**config.mk**
```make
export PLATFORM = sky130hd
export DESIGN_NAME = marker_dot_pattern_identifier_top_flat
export DESIGN_NICKNAME = d
export VERILOG_FILES = /design/src/mdpi_pkg.sv /design/src/mdpi_req_if.sv /design/src/mdpi_rsp_if.sv /design/src/mdpi_cfg_if.sv /design/src/marker_dot_pattern_identifier_top.sv /design/src/mdpi_ram.sv /design/src/flat_wrapper.sv
export SDC_FILE = /design/constraint.sdc
export NUM_CORES = 2
export LEC_CHECK = 0
export BUFFER_PORTS_ARGS = -buffer_cell sky130_fd_sc_hd__buf_4
export CAP_MARGIN = 10
export CELL_PAD_IN_SITES_DETAIL_PLACEMENT = 1
export CELL_PAD_IN_SITES_GLOBAL_PLACEMENT = 1
export CORE_MARGIN = 3
export CORE_UTILIZATION = 30
export DETAILED_ROUTE_END_ITERATION = 10
export PLACE_DENSITY = 0.63
export SYNTH_ARGS = -nofsm -noshare
export SYNTH_HDL_FRONTEND = slang
export SYNTH_SLANG_ARGS = --single-unit
```
**constraint.sdc**
```tcl
create_clock -name clk -period 16.6 [get_ports clk]
set_input_delay 1.66 -clock clk [delete_from_list [all_inputs] [get_ports clk]]
set_output_delay 1.66 -clock clk [all_outputs]
set_load 0.005 [all_outputs]
```
**src/mdpi_pkg.sv**
```systemverilog
// Shared types, codes and constants of the marker dot pattern identifier.
package mdpi_pkg;

  // Request codes carried by req_type.
  typedef enum logic [1:0] {
    REQ_LOAD  = 2'd0,
    REQ_START = 2'd1,
    REQ_BLOB  = 2'd2,
    REQ_IDENT = 2'd3
  } req_type_t;

  // Blob color codes.
  localparam logic [1:0] COLOR_CENTER = 2'd0;

  // Configuration register indexes.
  localparam int CFG_IDX_W  = 2;
  localparam int CFG_DATA_W = 25;
  localparam logic [CFG_IDX_W-1:0] CFG_RADIUS_SQ     = 2'd0;
  localparam logic [CFG_IDX_W-1:0] CFG_PATTERN_COUNT = 2'd1;

  localparam int RADIUS_W = 25;
  localparam int PCOUNT_W = 5;
  localparam logic [RADIUS_W-1:0] RADIUS_SQ_RESET = 25'd1000000;

  // Pattern table entry fields.
  localparam int PLEN_W   = 4;
  localparam int PCOLOR_W = 16;
  localparam int PIDX_W   = 4;
  localparam int PAT_W    = PLEN_W + PCOLOR_W;
  localparam int PAT_DOTS = PCOLOR_W / 2;

  // Arctangent rotation engine.
  localparam int CORDIC_STEPS = 30;
  localparam int STEP_W       = 5;
  localparam int CORDIC_SHIFT = 16;

  // Arctangent of 2^-i as a 32-bit binary angle.
  function automatic logic [31:0] atan_val(input logic [STEP_W-1:0] i);
    logic [31:0] r;
    case (i)
      5'd0:  r = 32'h20000000;
      5'd1:  r = 32'h12E4051E;
      5'd2:  r = 32'h09FB385B;
      5'd3:  r = 32'h051111D4;
      5'd4:  r = 32'h028B0D43;
      5'd5:  r = 32'h0145D7E1;
      5'd6:  r = 32'h00A2F61E;
      5'd7:  r = 32'h00517C55;
      5'd8:  r = 32'h0028BE53;
      5'd9:  r = 32'h00145F2F;
      5'd10: r = 32'h000A2F98;
      5'd11: r = 32'h000517CC;
      5'd12: r = 32'h00028BE6;
      5'd13: r = 32'h000145F3;
      5'd14: r = 32'h0000A2FA;
      5'd15: r = 32'h0000517D;
      5'd16: r = 32'h000028BE;
      5'd17: r = 32'h0000145F;
      5'd18: r = 32'h00000A30;
      5'd19: r = 32'h00000518;
      5'd20: r = 32'h0000028C;
      5'd21: r = 32'h00000146;
      5'd22: r = 32'h000000A3;
      5'd23: r = 32'h00000051;
      5'd24: r = 32'h00000029;
      5'd25: r = 32'h00000014;
      5'd26: r = 32'h0000000A;
      5'd27: r = 32'h00000005;
      5'd28: r = 32'h00000003;
      5'd29: r = 32'h00000001;
      default: r = 32'h00000000;
    endcase
    return r;
  endfunction

endpackage

```
**src/mdpi_req_if.sv**
```systemverilog
// Request channel: valid, ready and one request word.
interface mdpi_req_if #(parameter int COORD_BITS = 12);
  import mdpi_pkg::*;
  logic                          valid;
  logic                          ready;
  logic [1:0]                    req_type;
  logic signed [COORD_BITS-1:0]  blob_x;
  logic signed [COORD_BITS-1:0]  blob_y;
  logic [1:0]                    blob_color;
  logic [PIDX_W-1:0]             pattern_index;
  logic [PLEN_W-1:0]             pattern_length;
  logic [PCOLOR_W-1:0]           pattern_colors;
  modport source (output valid, req_type, blob_x, blob_y, blob_color, pattern_index,
                  pattern_length, pattern_colors, input ready);
  modport sink (input valid, req_type, blob_x, blob_y, blob_color, pattern_index,
                pattern_length, pattern_colors, output ready);
endinterface

```
**src/mdpi_rsp_if.sv**
```systemverilog
// Response channel: valid, ready and one result word.
interface mdpi_rsp_if;
  logic       valid;
  logic       ready;
  logic       matched;
  logic [3:0] pattern_id;
  logic [3:0] dot_count;
  logic       overflow;
  modport source (output valid, matched, pattern_id, dot_count, overflow, input ready);
  modport sink (input valid, matched, pattern_id, dot_count, overflow, output ready);
endinterface

```
**src/mdpi_cfg_if.sv**
```systemverilog
// Configuration write channel: valid, ready, register index and data.
interface mdpi_cfg_if;
  import mdpi_pkg::*;
  logic                  valid;
  logic                  ready;
  logic [CFG_IDX_W-1:0]  index;
  logic [CFG_DATA_W-1:0] data;
  modport source (output valid, index, data, input ready);
  modport sink (input valid, index, data, output ready);
endinterface

```
**src/marker_dot_pattern_identifier_top.sv**
```systemverilog
// Marker dot pattern identifier: collects blobs around a center and matches their pattern.
//
// Load and start words are done on acceptance, a blob word in a square and a
// compare state. An identify word reads each kept dot from the dot memory,
// runs one 30-step arctangent rotation per non-center dot with a nonzero
// vector (one step a cycle), sorts it into a register list, scans the angle
// gaps, rotates the list and then reads and checks the pattern memory one
// entry at a time. One word is in work at a time; a finished result waits
// in the output register while the next word is taken.
module marker_dot_pattern_identifier_top
  import mdpi_pkg::*;
#(
  parameter int MAX_DOTS     = 8,
  parameter int MAX_PATTERNS = 16,
  parameter int COORD_BITS   = 12,
  parameter int ANGLE_BITS   = 16
) (
  input logic         clk,
  input logic         rst,
  mdpi_req_if.sink    req,
  mdpi_rsp_if.source  rsp,
  mdpi_cfg_if.sink    cfg
);
  localparam int CNT_W  = $clog2(MAX_DOTS + 1);
  localparam int DI_W   = $clog2(MAX_DOTS);
  localparam int PI_W   = (MAX_PATTERNS > 1) ? $clog2(MAX_PATTERNS) : 1;
  localparam int PK_W   = $clog2(MAX_PATTERNS + 1);
  localparam int LIM_W  = (PK_W > PCOUNT_W) ? PK_W : PCOUNT_W;
  localparam int S_W    = COORD_BITS + CNT_W + 1;
  localparam int V_W    = COORD_BITS + CNT_W + 2;
  localparam int W      = V_W + CORDIC_SHIFT + 3;
  localparam int SQ_W   = 2 * COORD_BITS + 2;
  localparam int D_W    = (SQ_W + 1 > RADIUS_W) ? SQ_W + 1 : RADIUS_W;
  localparam int DOT_W  = 2 * COORD_BITS + 2;
  localparam int CMP_N  = (MAX_DOTS < PAT_DOTS) ? MAX_DOTS : PAT_DOTS;

  typedef enum logic [3:0] {
    S_IDLE, S_BL_MUL, S_BL_CMP, S_ID_RD, S_ID_VEC, S_ID_PRE, S_ID_ROT, S_ID_INS,
    S_GP_INIT, S_GP_RUN, S_RT, S_PM_RD, S_PM_CHK, S_DONE
  } state_t;

  state_t state;

  // Configuration and marker state.
  logic [RADIUS_W-1:0]          radius_sq;
  logic [PCOUNT_W-1:0]          pattern_count;
  logic [CNT_W-1:0]             kept_count;
  logic signed [S_W-1:0]        sum_x, sum_y;
  logic signed [COORD_BITS-1:0] center_x, center_y;
  logic                         overflow_flag;

  // Captured blob word and distance terms.
  logic signed [COORD_BITS-1:0] bx, by;
  logic [1:0]                   bcolor;
  logic [SQ_W-1:0]              dsq_x, dsq_y;

  // Identify working registers.
  logic [CNT_W-1:0]             k, m, gj, gi, best, rc;
  logic signed [V_W-1:0]        vx, vy;
  logic [1:0]                   cur_color;
  logic signed [W-1:0]          cx, cy;
  logic [31:0]                  acc;
  logic [STEP_W-1:0]            step;
  logic [ANGLE_BITS-1:0]        ang [MAX_DOTS];
  logic [1:0]                   col [MAX_DOTS];
  logic [ANGLE_BITS-1:0]        prev_ang, wide_gap;
  logic [PK_W-1:0]              pk;
  logic                         found;
  logic [PIDX_W-1:0]            found_id;

  // Output register.
  logic                         out_valid;
  logic                         out_matched;
  logic [3:0]                   out_id;
  logic [3:0]                   out_count;
  logic                         out_ovf;

  // Memories.
  logic                    dot_we;
  logic [DI_W-1:0]         dot_waddr, dot_raddr;
  logic [DOT_W-1:0]        dot_wdata, dot_rdata;
  logic                    pat_we;
  logic [PI_W-1:0]         pat_waddr, pat_raddr;
  logic [PAT_W-1:0]        pat_wdata, pat_rdata;

  mdpi_ram #(.WIDTH(DOT_W), .DEPTH(MAX_DOTS), .AW(DI_W)) u_dot_ram (
    .clk(clk), .we(dot_we), .waddr(dot_waddr), .wdata(dot_wdata),
    .raddr(dot_raddr), .rdata(dot_rdata)
  );

  mdpi_ram #(.WIDTH(PAT_W), .DEPTH(MAX_PATTERNS), .AW(PI_W)) u_pat_ram (
    .clk(clk), .we(pat_we), .waddr(pat_waddr), .wdata(pat_wdata),
    .raddr(pat_raddr), .rdata(pat_rdata)
  );

  logic req_acc;
  assign req_acc   = req.valid && req.ready;
  assign req.ready = (state == S_IDLE);
  assign cfg.ready = 1'b1;

  assign rsp.valid      = out_valid;
  assign rsp.matched    = out_matched;
  assign rsp.pattern_id = out_id;
  assign rsp.dot_count  = out_count;
  assign rsp.overflow   = out_ovf;

  // Load words with an index below MAX_PATTERNS go straight into the pattern memory.
  assign pat_we    = req_acc && (req_type_t'(req.req_type) == REQ_LOAD) &&
                     (32'(req.pattern_index) < MAX_PATTERNS);
  assign pat_waddr = PI_W'(req.pattern_index);
  assign pat_wdata = {req.pattern_length, req.pattern_colors};
  assign pat_raddr = PI_W'(pk);

  // Distance test and dot write.
  logic [D_W-1:0] dist_sq;
  logic           in_radius;
  assign dist_sq   = D_W'(dsq_x) + D_W'(dsq_y);
  assign in_radius = dist_sq <= D_W'(radius_sq);
  assign dot_we    = (state == S_BL_CMP) && in_radius && (32'(kept_count) < MAX_DOTS);
  assign dot_waddr = DI_W'(kept_count);
  assign dot_wdata = {bcolor, by, bx};
  assign dot_raddr = DI_W'(k);

  // Dot word fields.
  logic signed [COORD_BITS-1:0] rd_x, rd_y;
  logic [1:0]                   rd_color;
  assign rd_x     = dot_rdata[COORD_BITS-1:0];
  assign rd_y     = dot_rdata[2*COORD_BITS-1:COORD_BITS];
  assign rd_color = dot_rdata[DOT_W-1 -: 2];

  // Vector from the mean: n*p - sum(p).
  logic signed [V_W-1:0] n_s, vx_c, vy_c;
  assign n_s  = $signed(V_W'(kept_count));
  assign vx_c = V_W'(n_s * V_W'(rd_x)) - V_W'(sum_x);
  assign vy_c = V_W'(n_s * V_W'(rd_y)) - V_W'(sum_y);

  // Rotation start: scale up and fold into the right half plane.
  logic signed [W-1:0] sx, sy;
  assign sx = W'(vx) <<< CORDIC_SHIFT;
  assign sy = W'(vy) <<< CORDIC_SHIFT;

  // One rotation step.
  logic signed [W-1:0] shx, shy;
  assign shx = cx >>> step;
  assign shy = cy >>> step;

  // Rounded binary angle.
  logic [31:0]           acc_rnd;
  logic [ANGLE_BITS-1:0] new_ang;
  assign acc_rnd = acc + (32'd1 << (31 - ANGLE_BITS));
  assign new_ang = acc_rnd[31 -: ANGLE_BITS];

  // Sorted insert: later arrivals go after equal angles.
  logic [ANGLE_BITS-1:0] ang_ins [MAX_DOTS];
  logic [1:0]            col_ins [MAX_DOTS];
  always_comb begin
    logic [MAX_DOTS-1:0] gt;
    for (int j = 0; j < MAX_DOTS; j++) begin
      gt[j] = (j < 32'(m)) && (ang[j] > new_ang);
    end
    for (int j = 0; j < MAX_DOTS; j++) begin
      if (j > 0 && gt[(j > 0) ? j - 1 : 0]) begin
        ang_ins[j] = ang[(j > 0) ? j - 1 : 0];
        col_ins[j] = col[(j > 0) ? j - 1 : 0];
      end else if (j <= 32'(m) && (j == 32'(m) || gt[j])) begin
        ang_ins[j] = new_ang;
        col_ins[j] = cur_color;
      end else begin
        ang_ins[j] = ang[j];
        col_ins[j] = col[j];
      end
    end
  end

  // Gap scan read and gap size.
  logic [ANGLE_BITS-1:0] gap_ang, gap;
  assign gap_ang = ang[DI_W'(gj)];
  assign gap     = gap_ang - prev_ang;

  // Pattern compare against the rotated color list.
  logic [LIM_W-1:0] limit;
  logic             pat_ok;
  assign limit = (32'(pattern_count) < MAX_PATTERNS) ? LIM_W'(pattern_count) :
                 LIM_W'(MAX_PATTERNS);
  always_comb begin
    logic [PLEN_W-1:0] len;
    len    = pat_rdata[PAT_W-1 -: PLEN_W];
    pat_ok = (32'(len) == 32'(m)) && (32'(len) <= PAT_DOTS);
    for (int j = 0; j < CMP_N; j++) begin
      if (j < 32'(m) && pat_rdata[2*j +: 2] != col[j]) begin
        pat_ok = 1'b0;
      end
    end
  end

  // Sequencer, state and output register.
  always_ff @(posedge clk) begin
    if (rst) begin
      state         <= S_IDLE;
      radius_sq     <= RADIUS_SQ_RESET;
      pattern_count <= '0;
      kept_count    <= '0;
      sum_x         <= '0;
      sum_y         <= '0;
      center_x      <= '0;
      center_y      <= '0;
      overflow_flag <= 1'b0;
      out_valid     <= 1'b0;
    end else begin
      // A result leaving in the cycle of a new one is replaced in S_DONE.
      if (out_valid && rsp.ready && state != S_DONE) begin
        out_valid <= 1'b0;
      end
      if (cfg.valid && cfg.ready) begin
        if (cfg.index == CFG_RADIUS_SQ) begin
          radius_sq <= cfg.data[RADIUS_W-1:0];
        end else if (cfg.index == CFG_PATTERN_COUNT) begin
          pattern_count <= cfg.data[PCOUNT_W-1:0];
        end
      end
      case (state)
        S_IDLE: begin
          if (req_acc) begin
            bx     <= req.blob_x;
            by     <= req.blob_y;
            bcolor <= req.blob_color;
            case (req_type_t'(req.req_type))
              REQ_START: begin
                center_x      <= req.blob_x;
                center_y      <= req.blob_y;
                kept_count    <= '0;
                sum_x         <= '0;
                sum_y         <= '0;
                overflow_flag <= 1'b0;
              end
              REQ_BLOB:  state <= S_BL_MUL;
              REQ_IDENT: begin
                k        <= '0;
                m        <= '0;
                best     <= '0;
                wide_gap <= '0;
                found    <= 1'b0;
                found_id <= '0;
                state    <= S_ID_RD;
              end
              default: ;
            endcase
          end
        end
        S_BL_MUL: begin
          dsq_x <= SQ_W'((COORD_BITS+1)'(bx) - (COORD_BITS+1)'(center_x)) *
                   SQ_W'((COORD_BITS+1)'(bx) - (COORD_BITS+1)'(center_x));
          dsq_y <= SQ_W'((COORD_BITS+1)'(by) - (COORD_BITS+1)'(center_y)) *
                   SQ_W'((COORD_BITS+1)'(by) - (COORD_BITS+1)'(center_y));
          state <= S_BL_CMP;
        end
        S_BL_CMP: begin
          if (in_radius) begin
            if (32'(kept_count) < MAX_DOTS) begin
              kept_count <= kept_count + 1'b1;
              sum_x      <= sum_x + S_W'(bx);
              sum_y      <= sum_y + S_W'(by);
            end else begin
              overflow_flag <= 1'b1;
            end
          end
          state <= S_IDLE;
        end
        S_ID_RD: begin
          if (k >= kept_count) begin
            state <= (m == '0) ? S_PM_RD : S_GP_INIT;
            pk    <= '0;
          end else begin
            state <= S_ID_VEC;
          end
        end
        S_ID_VEC: begin
          if (rd_color == COLOR_CENTER) begin
            k     <= k + 1'b1;
            state <= S_ID_RD;
          end else begin
            vx        <= vx_c;
            vy        <= vy_c;
            cur_color <= rd_color;
            state     <= S_ID_PRE;
          end
        end
        S_ID_PRE: begin
          step <= '0;
          if (vx == '0 && vy == '0) begin
            acc   <= 32'h0 - (32'd1 << (31 - ANGLE_BITS));
            state <= S_ID_INS;
          end else if (sx < 0) begin
            cx    <= -sx;
            cy    <= -sy;
            acc   <= 32'h80000000;
            state <= S_ID_ROT;
          end else begin
            cx    <= sx;
            cy    <= sy;
            acc   <= 32'h0;
            state <= S_ID_ROT;
          end
        end
        S_ID_ROT: begin
          if (cy >= 0) begin
            cx  <= cx + shy;
            cy  <= cy - shx;
            acc <= acc + atan_val(step);
          end else begin
            cx  <= cx - shy;
            cy  <= cy + shx;
            acc <= acc - atan_val(step);
          end
          step <= step + 1'b1;
          if (32'(step) == CORDIC_STEPS - 1) begin
            state <= S_ID_INS;
          end
        end
        S_ID_INS: begin
          for (int j = 0; j < MAX_DOTS; j++) begin
            ang[j] <= ang_ins[j];
            col[j] <= col_ins[j];
          end
          m     <= m + 1'b1;
          k     <= k + 1'b1;
          state <= S_ID_RD;
        end
        S_GP_INIT: begin
          gi       <= m - 1'b1;
          gj       <= '0;
          prev_ang <= ang[DI_W'(m - 1'b1)];
          state    <= S_GP_RUN;
        end
        S_GP_RUN: begin
          if (gap > wide_gap) begin
            wide_gap <= gap;
            best     <= gi;
          end
          prev_ang <= gap_ang;
          gi       <= gj;
          gj       <= gj + 1'b1;
          if (gj == m - 1'b1) begin
            rc    <= '0;
            state <= S_RT;
          end
        end
        S_RT: begin
          // Rotate the first m colors left by one until the leader is in front.
          if (rc == best) begin
            state <= S_PM_RD;
          end else begin
            for (int j = 0; j < MAX_DOTS; j++) begin
              if (j + 1 == 32'(m)) begin
                col[j] <= col[0];
              end else if (j + 1 < 32'(m)) begin
                col[j] <= col[(j + 1 < MAX_DOTS) ? j + 1 : 0];
              end
            end
            rc <= rc + 1'b1;
          end
        end
        S_PM_RD: begin
          if (LIM_W'(pk) >= limit) begin
            state <= S_DONE;
          end else begin
            state <= S_PM_CHK;
          end
        end
        S_PM_CHK: begin
          if (pat_ok) begin
            found    <= 1'b1;
            found_id <= PIDX_W'(pk);
            state    <= S_DONE;
          end else begin
            pk    <= pk + 1'b1;
            state <= S_PM_RD;
          end
        end
        S_DONE: begin
          if (!out_valid || rsp.ready) begin
            out_valid   <= 1'b1;
            out_matched <= found && !overflow_flag;
            out_id      <= (found && !overflow_flag) ? found_id : 4'd0;
            out_count   <= 4'(m);
            out_ovf     <= overflow_flag;
            state       <= S_IDLE;
          end
        end
        default: state <= S_IDLE;
      endcase
    end
  end

  // The dot count never passes the store depth.
  a_kept_bound: assert property (@(posedge clk) disable iff (rst)
    32'(kept_count) <= MAX_DOTS) else $error("kept dot count beyond store depth");

  // Sorted dots never outnumber kept blobs while an identify word is in work.
  a_sorted_bound: assert property (@(posedge clk) disable iff (rst)
    (state != S_IDLE && state != S_BL_MUL && state != S_BL_CMP) |-> m <= kept_count)
    else $error("sorted list longer than kept dots");

  // An overflowed marker is never reported as matched.
  a_ovf_nomatch: assert property (@(posedge clk) disable iff (rst)
    out_valid && out_ovf |-> !out_matched) else $error("match reported on overflow");

  // An identify word starts the dot walk on the next cycle.
  a_ident_start: assert property (@(posedge clk) disable iff (rst)
    req_acc && req_type_t'(req.req_type) == REQ_IDENT |=> state == S_ID_RD)
    else $error("identify did not start the dot walk");

endmodule

```
**src/mdpi_ram.sv**
```systemverilog
// Generic single-write, single-read RAM with a registered read port.
module mdpi_ram #(
  parameter int WIDTH = 8,
  parameter int DEPTH = 16,
  parameter int AW    = (DEPTH > 1) ? $clog2(DEPTH) : 1
) (
  input  logic             clk,
  input  logic             we,
  input  logic [AW-1:0]    waddr,
  input  logic [WIDTH-1:0] wdata,
  input  logic [AW-1:0]    raddr,
  output logic [WIDTH-1:0] rdata
);
  logic [WIDTH-1:0] mem [DEPTH];

  // Write port and registered read port.
  always_ff @(posedge clk) begin
    if (we) begin
      mem[waddr] <= wdata;
    end
    rdata <= mem[raddr];
  end
endmodule
```
**src/flat_wrapper.sv**
```systemverilog
// flat-port wrapper written by rule: the top's interface ports become plain ports
module marker_dot_pattern_identifier_top_flat import mdpi_pkg::*;
#(
  parameter int MAX_DOTS     = 8,
  parameter int MAX_PATTERNS = 16,
  parameter int COORD_BITS   = 12,
  parameter int ANGLE_BITS   = 16
)
  (clk, rst, req_valid, req_req_type, req_blob_x, req_blob_y, req_blob_color, req_pattern_index, req_pattern_length, req_pattern_colors, req_ready, rsp_valid, rsp_matched, rsp_pattern_id, rsp_dot_count, rsp_overflow, rsp_ready, cfg_valid, cfg_index, cfg_data, cfg_ready);
  mdpi_req_if #(.COORD_BITS(COORD_BITS)) req_i ();
  mdpi_rsp_if rsp_i ();
  mdpi_cfg_if cfg_i ();
  input logic clk;
  input logic rst;
  input wire logic [$bits(req_i.valid)-1:0] req_valid;
  input wire logic [$bits(req_i.req_type)-1:0] req_req_type;
  input wire logic [$bits(req_i.blob_x)-1:0] req_blob_x;
  input wire logic [$bits(req_i.blob_y)-1:0] req_blob_y;
  input wire logic [$bits(req_i.blob_color)-1:0] req_blob_color;
  input wire logic [$bits(req_i.pattern_index)-1:0] req_pattern_index;
  input wire logic [$bits(req_i.pattern_length)-1:0] req_pattern_length;
  input wire logic [$bits(req_i.pattern_colors)-1:0] req_pattern_colors;
  output wire logic [$bits(req_i.ready)-1:0] req_ready;
  output wire logic [$bits(rsp_i.valid)-1:0] rsp_valid;
  output wire logic [$bits(rsp_i.matched)-1:0] rsp_matched;
  output wire logic [$bits(rsp_i.pattern_id)-1:0] rsp_pattern_id;
  output wire logic [$bits(rsp_i.dot_count)-1:0] rsp_dot_count;
  output wire logic [$bits(rsp_i.overflow)-1:0] rsp_overflow;
  input wire logic [$bits(rsp_i.ready)-1:0] rsp_ready;
  input wire logic [$bits(cfg_i.valid)-1:0] cfg_valid;
  input wire logic [$bits(cfg_i.index)-1:0] cfg_index;
  input wire logic [$bits(cfg_i.data)-1:0] cfg_data;
  output wire logic [$bits(cfg_i.ready)-1:0] cfg_ready;
  assign req_i.valid = req_valid;
  assign req_i.req_type = req_req_type;
  assign req_i.blob_x = req_blob_x;
  assign req_i.blob_y = req_blob_y;
  assign req_i.blob_color = req_blob_color;
  assign req_i.pattern_index = req_pattern_index;
  assign req_i.pattern_length = req_pattern_length;
  assign req_i.pattern_colors = req_pattern_colors;
  assign req_ready = req_i.ready;
  assign rsp_valid = rsp_i.valid;
  assign rsp_matched = rsp_i.matched;
  assign rsp_pattern_id = rsp_i.pattern_id;
  assign rsp_dot_count = rsp_i.dot_count;
  assign rsp_overflow = rsp_i.overflow;
  assign rsp_i.ready = rsp_ready;
  assign cfg_i.valid = cfg_valid;
  assign cfg_i.index = cfg_index;
  assign cfg_i.data = cfg_data;
  assign cfg_ready = cfg_i.ready;
  marker_dot_pattern_identifier_top #(.MAX_DOTS(MAX_DOTS), .MAX_PATTERNS(MAX_PATTERNS), .COORD_BITS(COORD_BITS), .ANGLE_BITS(ANGLE_BITS)) u_core (.clk(clk), .rst(rst), .req(req_i), .rsp(rsp_i), .cfg(cfg_i));
endmodule
```
# Word-level counts from Yosys, hierarchy flattened
# Memory sizes are Yosys's and may differ from the RTL's. A register that Yosys moved wholly into a read port is not among the register bits.
# Index checks and enable logic that the tools add are counted.
[totals]
reg_bits = 401
mem_bits_rw = 672
romBits = 1920
inputBits = 84
output_inout_bits = 13
word_cells = 492
memories = 6
[op_classes]
addsub = 25
multipliers = 4
magnitude_cmp = 33
eq_ne = 56
shift = 2
mux = 232
n_bitwise = 19
n_reduce_logical = 78
[mem_list]
columns = ["name", "words", "word_bits", "read_ports", "rd_ports_with_merged_regs", "wr", "line_no", "rtl"]
rows = [
  ["(no name shown)", 32, 30, 1, 1, 0, "mdpi_pkg.sv:40", "case (i)"],
  ["(no name shown)", 32, 30, 1, 1, 0, "mdpi_pkg.sv:40", ""],
  ["u_core.u_pat_ram.mem", 16, 20, 1, 1, 1, "mdpi_ram.sv:14", "logic [WIDTH-1:0] mem [DEPTH];"],
  ["u_core.u_dot_ram.mem", 8, 26, 1, 1, 1, "mdpi_ram.sv:14", ""],
  ["u_core.ang", 8, 16, 10, 1, 8, "marker_dot_pattern_identifier_top.sv:64", "logic [ANGLE_BITS-1:0] ang [MAX_DOTS];"],
  ["u_core.col", 8, 2, 8, 0, 8, "marker_dot_pattern_identifier_top.sv:65", "logic [1:0] col [MAX_DOTS];"],
]
[ops]
columns = ["cell", "n"]
rows = [
  ["$mux 16", 18],
  ["$mux 32", 9],
  ["$mux 37", 6],
  ["$pmux 37 s2", 2],
  ["$gt 16x16->1", 9],
  ["$mux 1", 115],
  ["$mux 17", 6],
  ["$add 37x37->37", 2],
  ["$neg 34->37", 2],
  ["$sshr 37x5->37", 2],
  ["$sub 37x37->37", 2],
  ["$mux 4", 17],
  ["$pmux 17 s2", 2],
  ["$mux 2", 32],
  ["$pmux 16 s2", 2],
  ["$pmux 32 s2", 1],
  ["$pmux 4 s2", 8],
  ["$mul 26x26->26", 2],
  ["$pmux 4 s13", 1],
  ["$ge 37x1->1 const B", 1],
  ["$logic_not 18->1", 2],
  ["$sub 17x17->18", 2],
  ["$add 17x12->17", 2],
  ["$lt 34x1->1 const B", 1],
  ["other kinds (59)", 203],
]

# Depth between registers and ports, before layout
# An unclocked memory read counts as a cell.
[depth]
ltp_word = 13
depth_mapped = 35
mapped_depth_nobuf = 35

# Modules after synthesis
# From an unflattened synthesis, not the netlist that was laid out.
[unflattened]
hier_cells = 7484
hier_area_um2 = 82912.0
[modules_own_cells]
columns = ["mod", "n_inst", "cells_per_inst", "area_per_inst_um2", "seq_area_each_um2"]
rows = [
  ["marker_dot_pattern_identifier_top", 1, 6611, 61818.0, 15985.3],
  ["mdpi_ram at u_core.u_pat_ram", 1, 533, 12530.8, 10009.6],
  ["mdpi_ram at u_core.u_dot_ram", 1, 340, 8563.2, 6766.5],
]

# Worst setup path before layout
# No wires, ideal clock.
[synth_timing]
path_type = "reg2reg"
from = "reg u_core.bx[0]"
to = "reg u_core.dsq_x[25] (data pin)"
setup_ps = 260
t_arrival_ps = 7992
required_ps = 16340
path_slack_ps = 8348
stages_incl_launch_ff = 35
n_path_buf = 0
period_less_slack_ps = 8252
cell_sequence = "edfxtp_1 -> inv_1 -> ha_1 -> inv_1 -> fa_1 -> a21o_1 -> a21oi_1 -> o21ai_0 -> a21oi_1 -> o21bai_1 -> a21oi_1 -> o21bai_1 -> a21oi_1 -> xnor2_1 -> inv_1 -> nor2_1 -> ha_1 -> xor2_1 -> fa_1 -> inv_1 -> fa_1 -> fa_1 -> fa_1 -> inv_1 -> fa_1 -> inv_1 -> ha_1 -> or3_1 -> o2111a_1 -> o21ai_0 -> a2111oi_0 -> or3_1 -> a31o_2 -> a21oi_1 -> xnor2_1"
[synth_between]
elab_chain_cells = 2
[synth_lines]
columns = ["item", "line_no", "rtl"]
rows = [
  ["from (decl)", "marker_dot_pattern_identifier_top.sv:53", "logic signed [COORD_BITS-1:0] bx, by;"],
  ["from (signal assigned)", "marker_dot_pattern_identifier_top.sv:224", "bx <= req.blob_x;"],
  ["$sub 12x12->13", "marker_dot_pattern_identifier_top.sv:251, marker_dot_pattern_identifier_top.sv:252", ""],
  ["$mul 26x26->26", "marker_dot_pattern_identifier_top.sv:251", "dsq_x <= SQ_W'((COORD_BITS+1)'(bx) - (COORD_BITS+1)'(center_x)) *"],
  ["to (signal assigned)", "marker_dot_pattern_identifier_top.sv:251", ""],
  ["to (decl)", "marker_dot_pattern_identifier_top.sv:55", "logic [SQ_W-1:0] dsq_x, dsq_y;"],
]
# No other way between the ends.
# A chain may end at the register's enable or synchronous reset.

# Final worst setup path
[layout_timing]
from = "reg u_core.by[0]"
to = "reg u_core.dsq_y[25] (data pin)"
[layout_between]
elab_chain_cells = 2
[layout_lines]
columns = ["item", "line_no", "rtl"]
rows = [
  ["from (decl)", "marker_dot_pattern_identifier_top.sv:53", ""],
  ["from (signal assigned)", "marker_dot_pattern_identifier_top.sv:225", "by <= req.blob_y;"],
  ["$sub 12x12->13", "marker_dot_pattern_identifier_top.sv:253, marker_dot_pattern_identifier_top.sv:254", ""],
  ["$mul 26x26->26", "marker_dot_pattern_identifier_top.sv:253", "dsq_y <= SQ_W'((COORD_BITS+1)'(by) - (COORD_BITS+1)'(center_y)) *"],
  ["to (signal assigned)", "marker_dot_pattern_identifier_top.sv:253", ""],
  ["to (decl)", "marker_dot_pattern_identifier_top.sv:55", ""],
]
# No other way between the ends.

==> results.json <==
{
  "fp.dieW_um": 528.8,
  "synth_nets": 8411,
  "n_fill_cell": 30060,
  "run_status": "finished clean",
  "ctsResizeCount": 0,
  "synth_enable_flop_cells": 973,
  "routed_wl_mm": 240.5,
  "post_route_cells_drive_above_1_share_pct": 11.85,
  "initial_core_util_pct": 30.20,
  "cts_setup_buffers": 0,
  "layout_common_cells": "973 x sky130_fd_sc_hd__edfxtp_1, 706 x sky130_fd_sc_hd__inv_1, 620 x sky130_fd_sc_hd__nand2_1",
  "htree_num_levels": 4,
  "highest_delay_cell_along_the_critical_path": "sky130_fd_sc_hd__fa_1",
  "critical_path.max_fanout": 15,
  "detailed_router_s_first_iteration_violation_count": 3708,
  "post_synth_num_cell_types": 98,
  "timing.clock.skew_ns": 0.08520,
  "drt_drc_violations_left": 0,
  "globalplace.congestion": 0.8769,
  "first_pass_grt_wire_length_mm": 374.5,
  "die_h_um": 528.8,
  "core.rowCount": 191,
  "synth_async_reset_ratio_pct": 0,
  "synth_area_per_cell_sq_um": 11.17,
  "holdBufCountCts": 0,
  "dieArea_sq_mm": 0.2796,
  "io_buffer_count": 95,
  "maxCapViolCount": 0,
  "clockBufferDepth": 3,
  "layout-area-overhead-vs-synth_pct": 11.52,
  "setup-violations-final": 0,
  "vias_per_cell": 5.193,
  "setup-tns-final_ns": 0,
  "worstMarginPinSlew_ns": 1.284,
  "postSynthCellCount": 7339,
  "cts.root.buffer_cell": "sky130_fd_sc_hd__clkbuf_16",
  "end_kind": "register",
  "clock_pin_slew_reported_for_the_worst_setup_and_hold_paths_after_clock_tree_synthesis_ns": 0.06,
  "post_route_clock_period_utilization_pct": 57.15,
  "worst-endpoint-required_ns": 17.14,
  "post-dp-hpwl_mm": 176.5,
  "cpPeakStageDelay_ns": 0.89,
  "grt.overflow.total": 0,
  "timing.final.crit_period_ns": 9.487,
  "final_antenna_net_count": 0,
  "core_sq_mm": 0.2715,
  "worst-setup-path-type": "register to register",
  "yosysWarnings": 0,
  "hold_viol_final": 0,
  "grt_pass1_vias": 61900,
  "cts_num_sinks": 1150,
  "num-nets-final": 8467,
  "cpMostUsedCell": "sky130_fd_sc_hd__fa_1",
  "ys_dominant_reg_cell": "sky130_fd_sc_hd__edfxtp_1",
  "cts_tree": "yes",
  "avgRoutedWirePerCell_um": 21.72,
  "synth_seq_cells": 1150,
  "slew_headroom_pct": 13.48,
  "grt_antenna_before_repair": 1,
  "grt_start_max_net_pins": 85,
  "drt-pass1-iter-count": 6,
  "top_level_ports": 97,
  "worstSkewPairLatency_ns": 0.82,
  "worst_hold_path_type": "register to register",
  "rsz0062_at_grt": "false",
  "drv_slew": 0,
  "synthesized_cell_area_sq_mm": 0.08199,
  "grt_usage_pct": 17.04,
  "synth_sequential_area_ratio_pct": 39.96,
  "worst_setup_path_start_kind": "register",
  "critPathArrivalTime_ns": 10.03,
  "max_clock_freq_mhz": 105.4,
  "most_common_cell_after_layout_fill_and_taps_aside": "sky130_fd_sc_hd__edfxtp_1",
  "vias": 57510,
  "cts_made_buffers": 136
}
==> routing by layer <==
metal	GRT usage, %	wire (um)
met1	23.25	109600
met2	28.85	116300
met3	2.115	9628
met4	3.765	4938
met5	0	0
==> logic make-up (layout without fill, tap and decap cells) <==
group           Yosys count  count (layout)  synth area share [%]
xor+xnor                420             420                 4.486
compound gates         1374            1374                 10.55
mux                     504             504                 10.92
flops                  1150            1150                 39.96
other cells               1               3              0.004573
buf+inv                1006            1170                 4.882
fa+ha+maj               988             988                 18.52
simple gates           1896            1896                 10.69
==> cells in the mapped netlist, drive strengths merged (49+ instances only) <==
cell | number | area share (%)
a21o | 135 | 1.2
a211oi | 49 | 0.45
o31ai | 64 | 0.59
xnor2 | 308 | 3.3
nand2 | 620 | 2.8
ha | 612 | 9.3
clkbuf | 200 | 0.92
a21oi | 428 | 2.6
xor2 | 112 | 1.2
mux4 | 294 | 8.2
fa | 376 | 9.2
edfxtp | 973 | 36
nor2 | 563 | 2.6
buf | 86 | 0.67
nand3 | 116 | 0.71
nand2b | 73 | 0.56
inv | 709 | 3.2
dfxtp | 177 | 4.3
o21ai | 307 | 1.9
mux2i | 95 | 1.2
nor2b | 62 | 0.47
o21a | 65 | 0.60
nor3 | 128 | 0.78
mux2 | 115 | 1.6
and2 | 101 | 0.77
==> path summary, 6_finish.rpt <==
path | cells after the start | startpoint | to | slack (ns)
hold / removal | 2 | u_core.center_x[4]$_SDFFE_PP0P_ | u_core.center_x[4]$_SDFFE_PP0P_ | 0.46
setup / recovery | 32 | u_core.by[0]$_DFFE_PP_ | u_core.dsq_y[25]$_DFFE_PP_ | 7.11
hold reg to reg | 2 | u_core.center_x[4]$_SDFFE_PP0P_ | u_core.center_x[4]$_SDFFE_PP0P_ | 0.46
setup reg to reg | 32 | u_core.by[0]$_DFFE_PP_ | u_core.dsq_y[25]$_DFFE_PP_ | 7.11
==> state kept, by name (all words and copies together), names as in the netlist, 17 cells and up, named ones only <==
| signal | flops |
|---|---|
| u_core.dsq_x | 25 |
| u_core.vx | 18 |
| u_core.sum_y | 17 |
| u_core.cy | 37 |
| u_core.acc | 32 |
| u_core.dsq_y | 25 |
| u_core.u_pat_ram.rdata | 20 |
| u_core.u_dot_ram.mem | 208 |
| u_core.vy | 18 |
| u_core.ang | 128 |
| u_core.radius_sq | 25 |
| u_core.sum_x | 17 |
| u_core.u_dot_ram.rdata | 26 |
| u_core.cx | 37 |
| u_core.u_pat_ram.mem | 320 |
==> area by class of cell <==
class	instances	area, sq um	share of cell area (%)
Timing Repair Buffer	204	1548	1.693
Clock inverter	66	795.8	0.8702
Inverter	720	2703	2.956
Antenna cell	2	5.005	0.005473
Multi-Input combinational cell	5183	45480	49.74
Clock buffer	180	3680	4.024
Sequential cell	1150	32760	35.83
Tap cell	3570	4467	4.885
==> through the flow <==
stage | utilization, % | cells | hold WS (ns) | cell area [sq um] | setup WS (ns)
after global routing | 33.68 | 11070 | 0.4787 | 91440 | 6.379
final | 33.68 | 11080 | 0.4564 | 91440 | 7.113
after CTS | 33.68 | 11070 | 0.4613 | 91430 | 7.063
after detailed placement | 32.03 | 10830 | 0.4525 | 86950 | 7.038
after floorplan | - | 7339 | 0.4244 | 81990 | 8.348
after global placement | 32.03 | 10830 | 0.4426 | 86950 | 7.337
==> worst max-delay path, delay by kind of cell, from the launching register on <==
family / cells / cell delay [ns]
buffers and inverters: 5 / 0.84
flip-flops: 1 / 0.52
AND/OR/NAND/NOR: 3 / 1.04
AO/OA/AOI/OAI: 14 / 2.71
XOR/XNOR: 1 / 0.08
adder cells (fa/ha/maj): 9 / 4.06
Power is not shown: default switching activity piles up to over one toggle a cycle in this logic, so the estimate is an artifact.
